## config.mk

```make
export PLATFORM = sky130hd
export DESIGN_NAME = fiducial_marker_code_check
export DESIGN_NICKNAME = d
export VERILOG_FILES = /design/src/rtl/fmcc_pkg.sv /design/src/rtl/fmcc_front.sv /design/src/rtl/fmcc_queue.sv /design/src/rtl/fmcc_back.sv /design/src/rtl/fiducial_marker_code_check.sv
export SDC_FILE = /design/constraint.sdc
export NUM_CORES = 1
export LEC_CHECK = 0
export BUFFER_PORTS_ARGS = -buffer_cell sky130_fd_sc_hd__buf_2
export CORE_MARGIN = 3
export CORE_UTILIZATION = 64
export DETAILED_ROUTE_END_ITERATION = 16
export HOLD_SLACK_MARGIN = 0.1
export PLACE_DENSITY = 0.84
export SLEW_MARGIN = 10
export SYNTH_ARGS = -nofsm -noshare
export SYNTH_HDL_FRONTEND = slang
export SYNTH_SLANG_ARGS = --single-unit
```

## constraint.sdc

```tcl
create_clock -name clk -period 9 [get_ports clk]
set_clock_uncertainty 0.1 [all_clocks]
set_input_delay 1.35 -clock clk [delete_from_list [all_inputs] [get_ports clk]]
set_output_delay 1.35 -clock clk [all_outputs]
set_load 0.03 [all_outputs]
```

## src/rtl/fmcc_pkg.sv

```systemverilog
// Shared constants, types and code-rotation functions for the fiducial marker code check.
`timescale 1ns / 1ps
package fmcc_pkg;
	localparam int GRID_CELLS    = 7;
	localparam int MAX_CELL_SIZE = 64;
	localparam int INNER_N       = GRID_CELLS - 2;
	localparam int CODE_BITS     = INNER_N * INNER_N;
	localparam int REF_W         = 25;
	localparam int CODE_EXT      = (CODE_BITS > REF_W) ? CODE_BITS : REF_W;
	localparam int POS_W         = 10;
	localparam int CS_W          = 7;
	localparam int THR_W         = 13;
	localparam int CNT_W         = 13;
	localparam logic [CNT_W-1:0] CNT_MAX = {CNT_W{1'b1}};
	localparam int SPAN_W        = $clog2(GRID_CELLS * MAX_CELL_SIZE + 1);
	localparam int CMP_W         = (SPAN_W > POS_W + 1) ? SPAN_W : POS_W + 1;
	localparam int CFG_IDX_W     = 3;
	localparam int QUEUE_DEPTH   = 2;
	localparam int QPTR_W        = (QUEUE_DEPTH > 1) ? $clog2(QUEUE_DEPTH) : 1;
	localparam int QCNT_W        = $clog2(QUEUE_DEPTH + 1);

	typedef enum logic [CFG_IDX_W-1:0] {
		CFG_CELL_SIZE,
		CFG_IMAGE_SIDE,
		CFG_BIT_THR,
		CFG_BORDER_THR,
		CFG_REF_CODE
	} cfg_idx_t;

	typedef struct packed {
		logic [CS_W-1:0]  cell_size;
		logic [POS_W-1:0] image_side;
		logic [THR_W-1:0] bit_thr;
		logic [THR_W-1:0] border_thr;
		logic [REF_W-1:0] ref_code;
	} fmcc_cfg_t;

	typedef struct packed {
		logic [CODE_BITS-1:0] code;
		logic                 border_failed;
	} fmcc_rec_t;

	function automatic int bit_pos(input int r, input int c);
		return CODE_BITS - 1 - (r * INNER_N + c);
	endfunction

	// clockwise quarter turn: new[r][c] = old[N-1-c][r]
	function automatic logic [CODE_BITS-1:0] rot_cw(input logic [CODE_BITS-1:0] code);
		logic [CODE_BITS-1:0] res;
		res = '0;
		for (int r = 0; r < INNER_N; r++) begin
			for (int c = 0; c < INNER_N; c++) begin
				res[bit_pos(r, c)] = code[bit_pos(INNER_N - 1 - c, r)];
			end
		end
		return res;
	endfunction

	function automatic logic [REF_W-1:0] low_code(input logic [CODE_BITS-1:0] code);
		logic [CODE_EXT-1:0] ext;
		ext = CODE_EXT'(code);
		return ext[REF_W-1:0];
	endfunction
endpackage

```

## src/rtl/fmcc_front.sv

```systemverilog
// Front end: pixel position tracking, per-cell counting and band judging.
`timescale 1ns / 1ps
module fmcc_front import fmcc_pkg::*; (
	input  logic       clk,
	input  logic       arst_n,
	input  fmcc_cfg_t  cfg,
	input  logic       take,
	input  logic       pixel_set,
	output logic       rec_push,
	output fmcc_rec_t  rec
);
	logic [POS_W-1:0]     col_q, row_q;
	logic [CNT_W-1:0]     counts_q [GRID_CELLS];
	logic [CODE_BITS-1:0] bits_q;
	logic                 bfail_q;

	logic [CMP_W-1:0]     cs_eff, side_eff, col_ext, row_ext;
	logic [CMP_W-1:0]     mult [GRID_CELLS+1];
	logic [CNT_W-1:0]     cnt_nx [GRID_CELLS];
	logic [GRID_CELLS-1:0] over_bit, over_border, band_end;
	logic                 row_in, last_col, last_row, band_hit, edge_row, fail;
	logic [CODE_BITS-1:0] bits_set, bits_nx;
	logic                 bfail_nx;

	always_comb begin
		if (cfg.cell_size == '0) begin
			cs_eff = CMP_W'(1);
		end else if (CMP_W'(cfg.cell_size) > CMP_W'(MAX_CELL_SIZE)) begin
			cs_eff = CMP_W'(MAX_CELL_SIZE);
		end else begin
			cs_eff = CMP_W'(cfg.cell_size);
		end
		side_eff = (cfg.image_side == '0) ? CMP_W'(1) : CMP_W'(cfg.image_side);
		col_ext  = CMP_W'(col_q);
		row_ext  = CMP_W'(row_q);
		for (int k = 0; k <= GRID_CELLS; k++) begin
			mult[k] = CMP_W'(k) * cs_eff;
		end
		row_in = row_ext < mult[GRID_CELLS];
		for (int c = 0; c < GRID_CELLS; c++) begin
			cnt_nx[c] = counts_q[c] + CNT_W'(take && pixel_set && row_in &&
				col_ext >= mult[c] && col_ext < mult[c+1] && counts_q[c] != CNT_MAX);
			over_bit[c]    = cnt_nx[c] > cfg.bit_thr;
			over_border[c] = cnt_nx[c] > cfg.border_thr;
			band_end[c]    = (row_ext + CMP_W'(1)) == mult[c+1];
		end
		last_col = !((col_ext + CMP_W'(1)) < side_eff);
		last_row = !((row_ext + CMP_W'(1)) < side_eff);
		band_hit = last_col && (|band_end);
		edge_row = band_end[0] | band_end[GRID_CELLS-1];
		fail = 1'b0;
		for (int c = 0; c < GRID_CELLS; c++) begin
			if (over_border[c] && (edge_row || c == 0 || c == GRID_CELLS - 1)) begin
				fail = 1'b1;
			end
		end
		bits_set = '0;
		for (int r = 1; r < GRID_CELLS - 1; r++) begin
			for (int c = 1; c < GRID_CELLS - 1; c++) begin
				bits_set[bit_pos(r - 1, c - 1)] = band_end[r] & over_bit[c];
			end
		end
		bits_nx  = band_hit ? (bits_q | bits_set) : bits_q;
		bfail_nx = bfail_q | (band_hit & fail);
	end

	assign rec_push          = take && last_col && last_row;
	assign rec.code          = bits_nx;
	assign rec.border_failed = bfail_nx;

	always_ff @(posedge clk or negedge arst_n) begin
		if (!arst_n) begin
			col_q   <= '0;
			row_q   <= '0;
			bits_q  <= '0;
			bfail_q <= 1'b0;
			for (int c = 0; c < GRID_CELLS; c++) begin
				counts_q[c] <= '0;
			end
		end else if (take) begin
			if (!last_col) begin
				col_q <= col_q + POS_W'(1);
				for (int c = 0; c < GRID_CELLS; c++) begin
					counts_q[c] <= cnt_nx[c];
				end
			end else begin
				col_q <= '0;
				if (last_row) begin
					row_q   <= '0;
					bits_q  <= '0;
					bfail_q <= 1'b0;
					for (int c = 0; c < GRID_CELLS; c++) begin
						counts_q[c] <= '0;
					end
				end else begin
					row_q   <= row_q + POS_W'(1);
					bits_q  <= bits_nx;
					bfail_q <= bfail_nx;
					for (int c = 0; c < GRID_CELLS; c++) begin
						counts_q[c] <= band_hit ? '0 : cnt_nx[c];
					end
				end
			end
		end
	end
endmodule

```

## src/rtl/fmcc_queue.sv

```systemverilog
// Short queue of finished image records between front and back.
`timescale 1ns / 1ps
module fmcc_queue import fmcc_pkg::*; (
	input  logic      clk,
	input  logic      arst_n,
	input  logic      wr_en,
	input  fmcc_rec_t wr_rec,
	input  logic      rd_en,
	output fmcc_rec_t rd_rec,
	output logic      not_empty,
	output logic      full
);
	fmcc_rec_t         mem_q [QUEUE_DEPTH];
	logic [QPTR_W-1:0] wr_ptr_q, rd_ptr_q;
	logic [QCNT_W-1:0] count_q;
	logic              do_wr, do_rd;

	assign not_empty = count_q != '0;
	assign full      = count_q == QCNT_W'(QUEUE_DEPTH);
	assign do_wr     = wr_en && !full;
	assign do_rd     = rd_en && not_empty;
	assign rd_rec    = mem_q[rd_ptr_q];

	always_ff @(posedge clk) begin
		if (do_wr) begin
			mem_q[wr_ptr_q] <= wr_rec;
		end
	end

	always_ff @(posedge clk or negedge arst_n) begin
		if (!arst_n) begin
			wr_ptr_q <= '0;
			rd_ptr_q <= '0;
			count_q  <= '0;
		end else begin
			if (do_wr) begin
				wr_ptr_q <= (wr_ptr_q == QPTR_W'(QUEUE_DEPTH - 1)) ? '0 : wr_ptr_q + QPTR_W'(1);
			end
			if (do_rd) begin
				rd_ptr_q <= (rd_ptr_q == QPTR_W'(QUEUE_DEPTH - 1)) ? '0 : rd_ptr_q + QPTR_W'(1);
			end
			if (do_wr && !do_rd) begin
				count_q <= count_q + QCNT_W'(1);
			end else if (do_rd && !do_wr) begin
				count_q <= count_q - QCNT_W'(1);
			end
		end
	end
endmodule

```

## src/rtl/fmcc_back.sv

```systemverilog
// Back end: rotation match against the reference code and result register.
`timescale 1ns / 1ps
module fmcc_back import fmcc_pkg::*; (
	input  logic             clk,
	input  logic             arst_n,
	input  fmcc_rec_t        head,
	input  logic             head_valid,
	input  logic [REF_W-1:0] ref_code,
	input  logic             pop,
	output logic             deq,
	output logic             empty,
	output logic             marker_found,
	output logic             border_black,
	output logic [1:0]       rotation_count,
	output logic [REF_W-1:0] code_value
);
	logic [CODE_BITS-1:0] rots [4];
	logic [3:0]           match;
	logic [1:0]           turns;
	logic                 found;
	logic                 out_valid_q;
	logic                 found_q, black_q;
	logic [1:0]           turns_q;
	logic [REF_W-1:0]     code_q;

	always_comb begin
		rots[0] = head.code;
		for (int k = 1; k < 4; k++) begin
			rots[k] = rot_cw(rots[k-1]);
		end
		for (int k = 0; k < 4; k++) begin
			match[k] = low_code(rots[k]) == ref_code;
		end
		if (match[0]) begin
			turns = 2'd0;
		end else if (match[1]) begin
			turns = 2'd1;
		end else if (match[2]) begin
			turns = 2'd2;
		end else begin
			turns = 2'd3;
		end
		found = (|match) && !head.border_failed;
	end

	assign deq   = head_valid && (!out_valid_q || pop);
	assign empty = !out_valid_q;

	assign marker_found   = found_q;
	assign border_black   = black_q;
	assign rotation_count = turns_q;
	assign code_value     = code_q;

	always_ff @(posedge clk) begin
		if (deq) begin
			found_q <= found;
			black_q <= !head.border_failed;
			turns_q <= found ? turns : 2'd0;
			code_q  <= low_code(head.code);
		end
	end

	always_ff @(posedge clk or negedge arst_n) begin
		if (!arst_n) begin
			out_valid_q <= 1'b0;
		end else if (deq) begin
			out_valid_q <= 1'b1;
		end else if (pop) begin
			out_valid_q <= 1'b0;
		end
	end
endmodule

```

## src/rtl/fiducial_marker_code_check.sv

```systemverilog
// Top level of the 7x7 fiducial marker code check: config registers and part wiring.
//  channel  | handshake           | payload
//  pixels   | push / full         | pixel_set
//  results  | empty / pop         | marker_found, border_black, rotation_count, code_value
//  config   | cfg_valid/cfg_ready | cfg_index, cfg_data
// One pixel request per clock while full is low; the front counts it in the same cycle it is taken.
// A result reaches the ports through the record queue, then the result register.
// Throughput is set by the front counter path; the back matches one image per clock
// while the result register is empty or being popped.
// full rises only when the two-entry record queue is full behind an unread result.
// Reset is asynchronous and needs no clearing pass; cfg_ready is always high.
`timescale 1ns / 1ps
module fiducial_marker_code_check import fmcc_pkg::*; (
	input  logic                 clk,
	input  logic                 arst_n,
	input  logic                 push,
	output logic                 full,
	input  logic                 pixel_set,
	output logic                 empty,
	input  logic                 pop,
	output logic                 marker_found,
	output logic                 border_black,
	output logic [1:0]           rotation_count,
	output logic [REF_W-1:0]     code_value,
	input  logic                 cfg_valid,
	output logic                 cfg_ready,
	input  logic [CFG_IDX_W-1:0] cfg_index,
	input  logic [REF_W-1:0]     cfg_data
);
	fmcc_cfg_t cfg_q;
	fmcc_rec_t rec, head;
	logic      take, rec_push, head_valid, deq;

	assign cfg_ready = 1'b1;
	assign take      = push && !full;

	always_ff @(posedge clk or negedge arst_n) begin
		if (!arst_n) begin
			cfg_q.cell_size  <= CS_W'(16);
			cfg_q.image_side <= POS_W'(112);
			cfg_q.bit_thr    <= THR_W'(128);
			cfg_q.border_thr <= THR_W'(128);
			cfg_q.ref_code   <= '0;
		end else if (cfg_valid && cfg_ready) begin
			case (cfg_idx_t'(cfg_index))
				CFG_CELL_SIZE:  cfg_q.cell_size  <= cfg_data[CS_W-1:0];
				CFG_IMAGE_SIDE: cfg_q.image_side <= cfg_data[POS_W-1:0];
				CFG_BIT_THR:    cfg_q.bit_thr    <= cfg_data[THR_W-1:0];
				CFG_BORDER_THR: cfg_q.border_thr <= cfg_data[THR_W-1:0];
				CFG_REF_CODE:   cfg_q.ref_code   <= cfg_data;
				default: begin
				end
			endcase
		end
	end

	fmcc_front u_front (
		.clk      (clk),
		.arst_n   (arst_n),
		.cfg      (cfg_q),
		.take     (take),
		.pixel_set(pixel_set),
		.rec_push (rec_push),
		.rec      (rec)
	);

	fmcc_queue u_queue (
		.clk      (clk),
		.arst_n   (arst_n),
		.wr_en    (rec_push),
		.wr_rec   (rec),
		.rd_en    (deq),
		.rd_rec   (head),
		.not_empty(head_valid),
		.full     (full)
	);

	fmcc_back u_back (
		.clk           (clk),
		.arst_n        (arst_n),
		.head          (head),
		.head_valid    (head_valid),
		.ref_code      (cfg_q.ref_code),
		.pop           (pop),
		.deq           (deq),
		.empty         (empty),
		.marker_found  (marker_found),
		.border_black  (border_black),
		.rotation_count(rotation_count),
		.code_value    (code_value)
	);
endmodule

```

==> flow_metrics.py <==
metrics = {
    "cells_and_area": {
        "antennaDiodeCount": 0,
        "fin_cells": 2827,
        "nFillCells": 2487,
        "final_net_count": 2669,
        "final_design_instance_area_without_fill_um2": 23900,
        "syn2layout_area_growth_pct": 8.62,
        "drive_gt1_share_pct": 10.3,
    },
    "die": {
        "floorplan.die.height_um": 191,
        "die_wd_um": 191,
        "number_of_cell_rows": 67,
        "design.die.area_um2": 36600,
        "floorplan.io_pins": 66,
        "core_region_area_um2": 33700,
        "start_util_pct": 65.2,
    },
    "critical_path": {
        "crit_path_capture_type": "register",
        "slowest_stage": "sky130_fd_sc_hd__a2111o_2",
        "setup.worst_path.class": "register to register",
        "crit_required_ps": 9250,
        "cp_data_arrival_time_ps": 8840,
        "crit_family": "simple AND/OR/NAND/NOR gates",
        "critical_path_startpoint_category": "register",
        "crit_path_max_fanout": 5,
        "critical_path_buf_inv_count": 4,
        "crit_path_max_incr_delay_ps": 550,
        "critical-path-top-cell-by-count": "sky130_fd_sc_hd__ha_1",
    },
    "grt": {
        "grt_start_max_net_pins": 92,
        "groute.usage.overall_pct": 32.9,
        "vias_in_the_first_global_route": 17600,
        "global_route_wire_length_before_repair_mm": 94.9,
        "grt_antenna_before_repair": 0,
        "grt_overflow_total": 0,
    },
    "detailed_routing": {
        "first_drt_iteration_drcs": 1554,
        "drcViolationCount": 0,
        "route.detailed.vias_per_inst": 6.35,
        "drt_first_pass_iters": 6,
        "ant_nets": 0,
        "wl_per_cell_um": 21.4,
        "routed-via-count": 18000,
        "detail_route.wirelength_mm": 60.6,
    },
    "yosys": {
        "post_synthesis_sequential_area_ratio_pct": 35.0,
        "synth-async-reset-ratio_pct": 72.2,
        "yosys_warnings": 0,
        "ys.flop_type": "sky130_fd_sc_hd__dfrtp_1",
        "postSynthRegisterBits": 291,
        "syn_area_cell_um2": 9.48,
        "fraction_of_synthesized_cell_area_taken_by_the_top_area_cell_type_pct": 23.2,
        "post_synthesis_net_count": 2634,
        "synthesis.instances": 2319,
        "yosysUniqueCellTypes": 75,
        "synth_enable_flop_cells": 81,
        "yosysTopAreaCell": "sky130_fd_sc_hd__dfrtp_1",
        "post_synth_instance_area_um2": 22000,
        "synthTopCellsByArea": "sky130_fd_sc_hd__dfrtp_1 23%, sky130_fd_sc_hd__ha_1 15%, sky130_fd_sc_hd__edfxtp_1 11%",
    },
    "clock_tree": {
        "clk_root_buffer_cell": "sky130_fd_sc_hd__clkbuf_16",
        "cts.sinks": 291,
        "clk_latency_ps": 600,
        "clockBufferDepth": 3,
        "cts_buffers": 31,
        "worst_path_clk_slew_ps": 60,
        "cts_tree": "built",
        "cts.hold.buffers_added": 0,
        "htreeDepth": 1,
    },
    "place": {
        "gp_congestion": 0.998,
        "detailed_place.area_um2": 22700,
        "place_hpwl_mm": 44.4,
        "placement.io_buffers": 64,
        "total_instance_count_after_detailed_placement": 2767,
    },
    "timing": {
        "layout_min_cycle_time_ps": 8600,
        "tightestPinTransition_ps": 1090,
        "grt_setup_unrepaired": "false",
        "maxSlewHeadroom_pct": 27.1,
        "drv_slew": 0,
        "final-setup-viol-count": 0,
        "final-hold-violation-count": 0,
        "setup_tns_ps": 0,
        "peak_clock_frequency_supported_by_timing_mhz": 116,
        "period_share_pct": 95.5,
    },
    "power": {
        "peakVddDrop_mv": 0.173,
        "power.density_nw_per_um2": 219,
        "p_leak_nw": 11.5,
    },
    "run": {
        "timing.max_cap.violations": 0,
    },
    "run_status": {
        "status": "completed",
    },
    "min_path": {
        "min-delay-path-class": "register to register",
    },
}
routing by layer:
layer  track usage (%)  wire (um)  vias up
met5                 0          0        -
met3              4.84       5090      196
met2              53.9      28000      852
met4              13.0       2470        0
met1              44.0      25100     8665
li1                  -          -     8242
power by group:
part / leakage, nW / switching [mW] / internal (mW)
sequential: 3.63 / 0.184 / 1.53
clock: 0.538 / 0.563 / 0.823
combinational: 7.32 / 1.30 / 0.827
logic make-up (layout without fill, tap and decap cells):
kind of cell             after synthesis  count (layout)  share of synthesized area, %
AND/OR/NAND/NOR                      735             735                          16.1
AO/OA/AOI/OAI                        386             386                          11.3
XOR/XNOR                             326             326                          13.3
flip-flops                           291             291                          35.0
adder cells (fa/ha/maj)              285             285                          16.5
buffers and inverters                219             279                          4.14
multiplexers                          75              75                          3.69
other                                  2               2                        0.0342
flip-flops by register name, indices dropped and copies added, names as in the netlist:
register / count
u_front.counts_q: 91
cfg_q: 68
u_queue.mem_q: 52
u_back.code_value: 25
u_front.bits_q: 25
u_front.col_q: 10
u_front.row_q: 10
u_back.rotation_count: 2
u_queue.count_q: 2
u_back.border_black: 1
u_back.marker_found: 1
u_back.out_valid_q: 1
u_front.bfail_q: 1
u_queue.rd_ptr_q: 1
u_queue.wr_ptr_q: 1
metrics by stage:
step                      hold WS [ps]  util, %  power [mW]  worst slack, ps
after floorplan                    355        -        3.19              960
after global placement             372     67.3        3.73              418
after detailed placement           388     67.3        3.81              157
after CTS                          409     70.6        5.20             54.8
after global routing               418     70.9        5.52             1.17
final                              403     70.9        5.23              404
worst register-to-register path: cells and delay by family, from the launching register on:
| kind | cells | cell delay, ps |
|---|---|---|
| buffers and inverters | 4 | 440 |
| xor gates and xnor gates | 1 | 170 |
| adders and majority gates | 8 | 2490 |
| and+or+nand+nor | 12 | 2810 |
| AOI/OAI and AO/OA | 9 | 1870 |
| DFF | 1 | 460 |
what timing repair did:
| item | 4_1_cts | 5_1_grt |
|---|---|---|
| buffers inserted | 0 | 2 |
| resized for setup | 0 | 15 |
| setup endpoints to repair | 0 | 34 |
| hold endpoints to repair | 0 | 0 |
path summary, 6_finish.rpt:
kind,endpoint,cells past startpoint,from,slack [ps]
min,u_back.out_valid_q,2,u_back.out_valid_q,400
max reg2reg,u_queue.mem_q[1][0],34,cfg_q[62],400
max in group asynchronous,u_front.col_q[7],2,arst_n,6690
max,u_queue.mem_q[1][0],34,cfg_q[62],400
min in group asynchronous,u_front.counts_q[59],1,arst_n,690
min reg2reg,u_back.out_valid_q,2,u_back.out_valid_q,400
Yosys cell counts (all sizes together), types with 4 or more instances:
cell	number
or4	4
nand4	60
maj3	4
a21o	51
fa	9
and2	14
mux2	48
nor3	56
xnor2	171
a21oi	104
and3	24
edfxtp	81
xor2	151
o21a	36
nor2b	28
o21bai	5
o2111ai	4
o31ai	7
nand3	88
a211oi	18
a31oi	11
mux2i	27
xnor3	4
and4	9
dfrtp	204
nor4	30
or2	9
o21ai	92
nor2	183
clkbuf	48
o211ai	7
buf	48
ha	272
nand2b	9
inv	122
nand2	200
dfstp	6
a221oi	4
or3	11
nor4b	6
a21boi	12
layout make-up:
| type | instances | area [um2] | share of cell area, % |
|---|---|---|---|
| clock inverter | 19 | 258 | 1.08 |
| multi-input combinational | 1809 | 13500 | 56.4 |
| sequential | 291 | 7690 | 32.2 |
| timing repair buffer | 98 | 584 | 2.45 |
| clock buffer | 39 | 856 | 3.58 |
| tap | 448 | 561 | 2.35 |
| inverter | 123 | 462 | 1.93 |
placed cells by master, fill, tap and decap left out, drive strengths merged, types with 8 or more instances in the layout:
| master | instances |
|---|---|
| mux2 | 48 |
| clkinv | 8 |
| mux2i | 27 |
| nor4 | 30 |
| nor2 | 183 |
| clkbuf | 40 |
| nor2b | 28 |
| a21boi | 12 |
| nand2b | 9 |
| ha | 272 |
| a21oi | 104 |
| a211oi | 18 |
| or3 | 11 |
| and4 | 9 |
| xor2 | 151 |
| nand3 | 88 |
| nor3 | 56 |
| or2 | 9 |
| a21o | 51 |
| buf | 97 |
| o21ai | 92 |
| nand4 | 60 |
| dfrtp | 204 |
| fa | 9 |
| edfxtp | 81 |
| xnor2 | 171 |
| o21a | 36 |
| and3 | 24 |
| a31oi | 11 |
| and2 | 14 |
| inv | 125 |
| nand2 | 200 |
(Power assumes the default switching activity.)
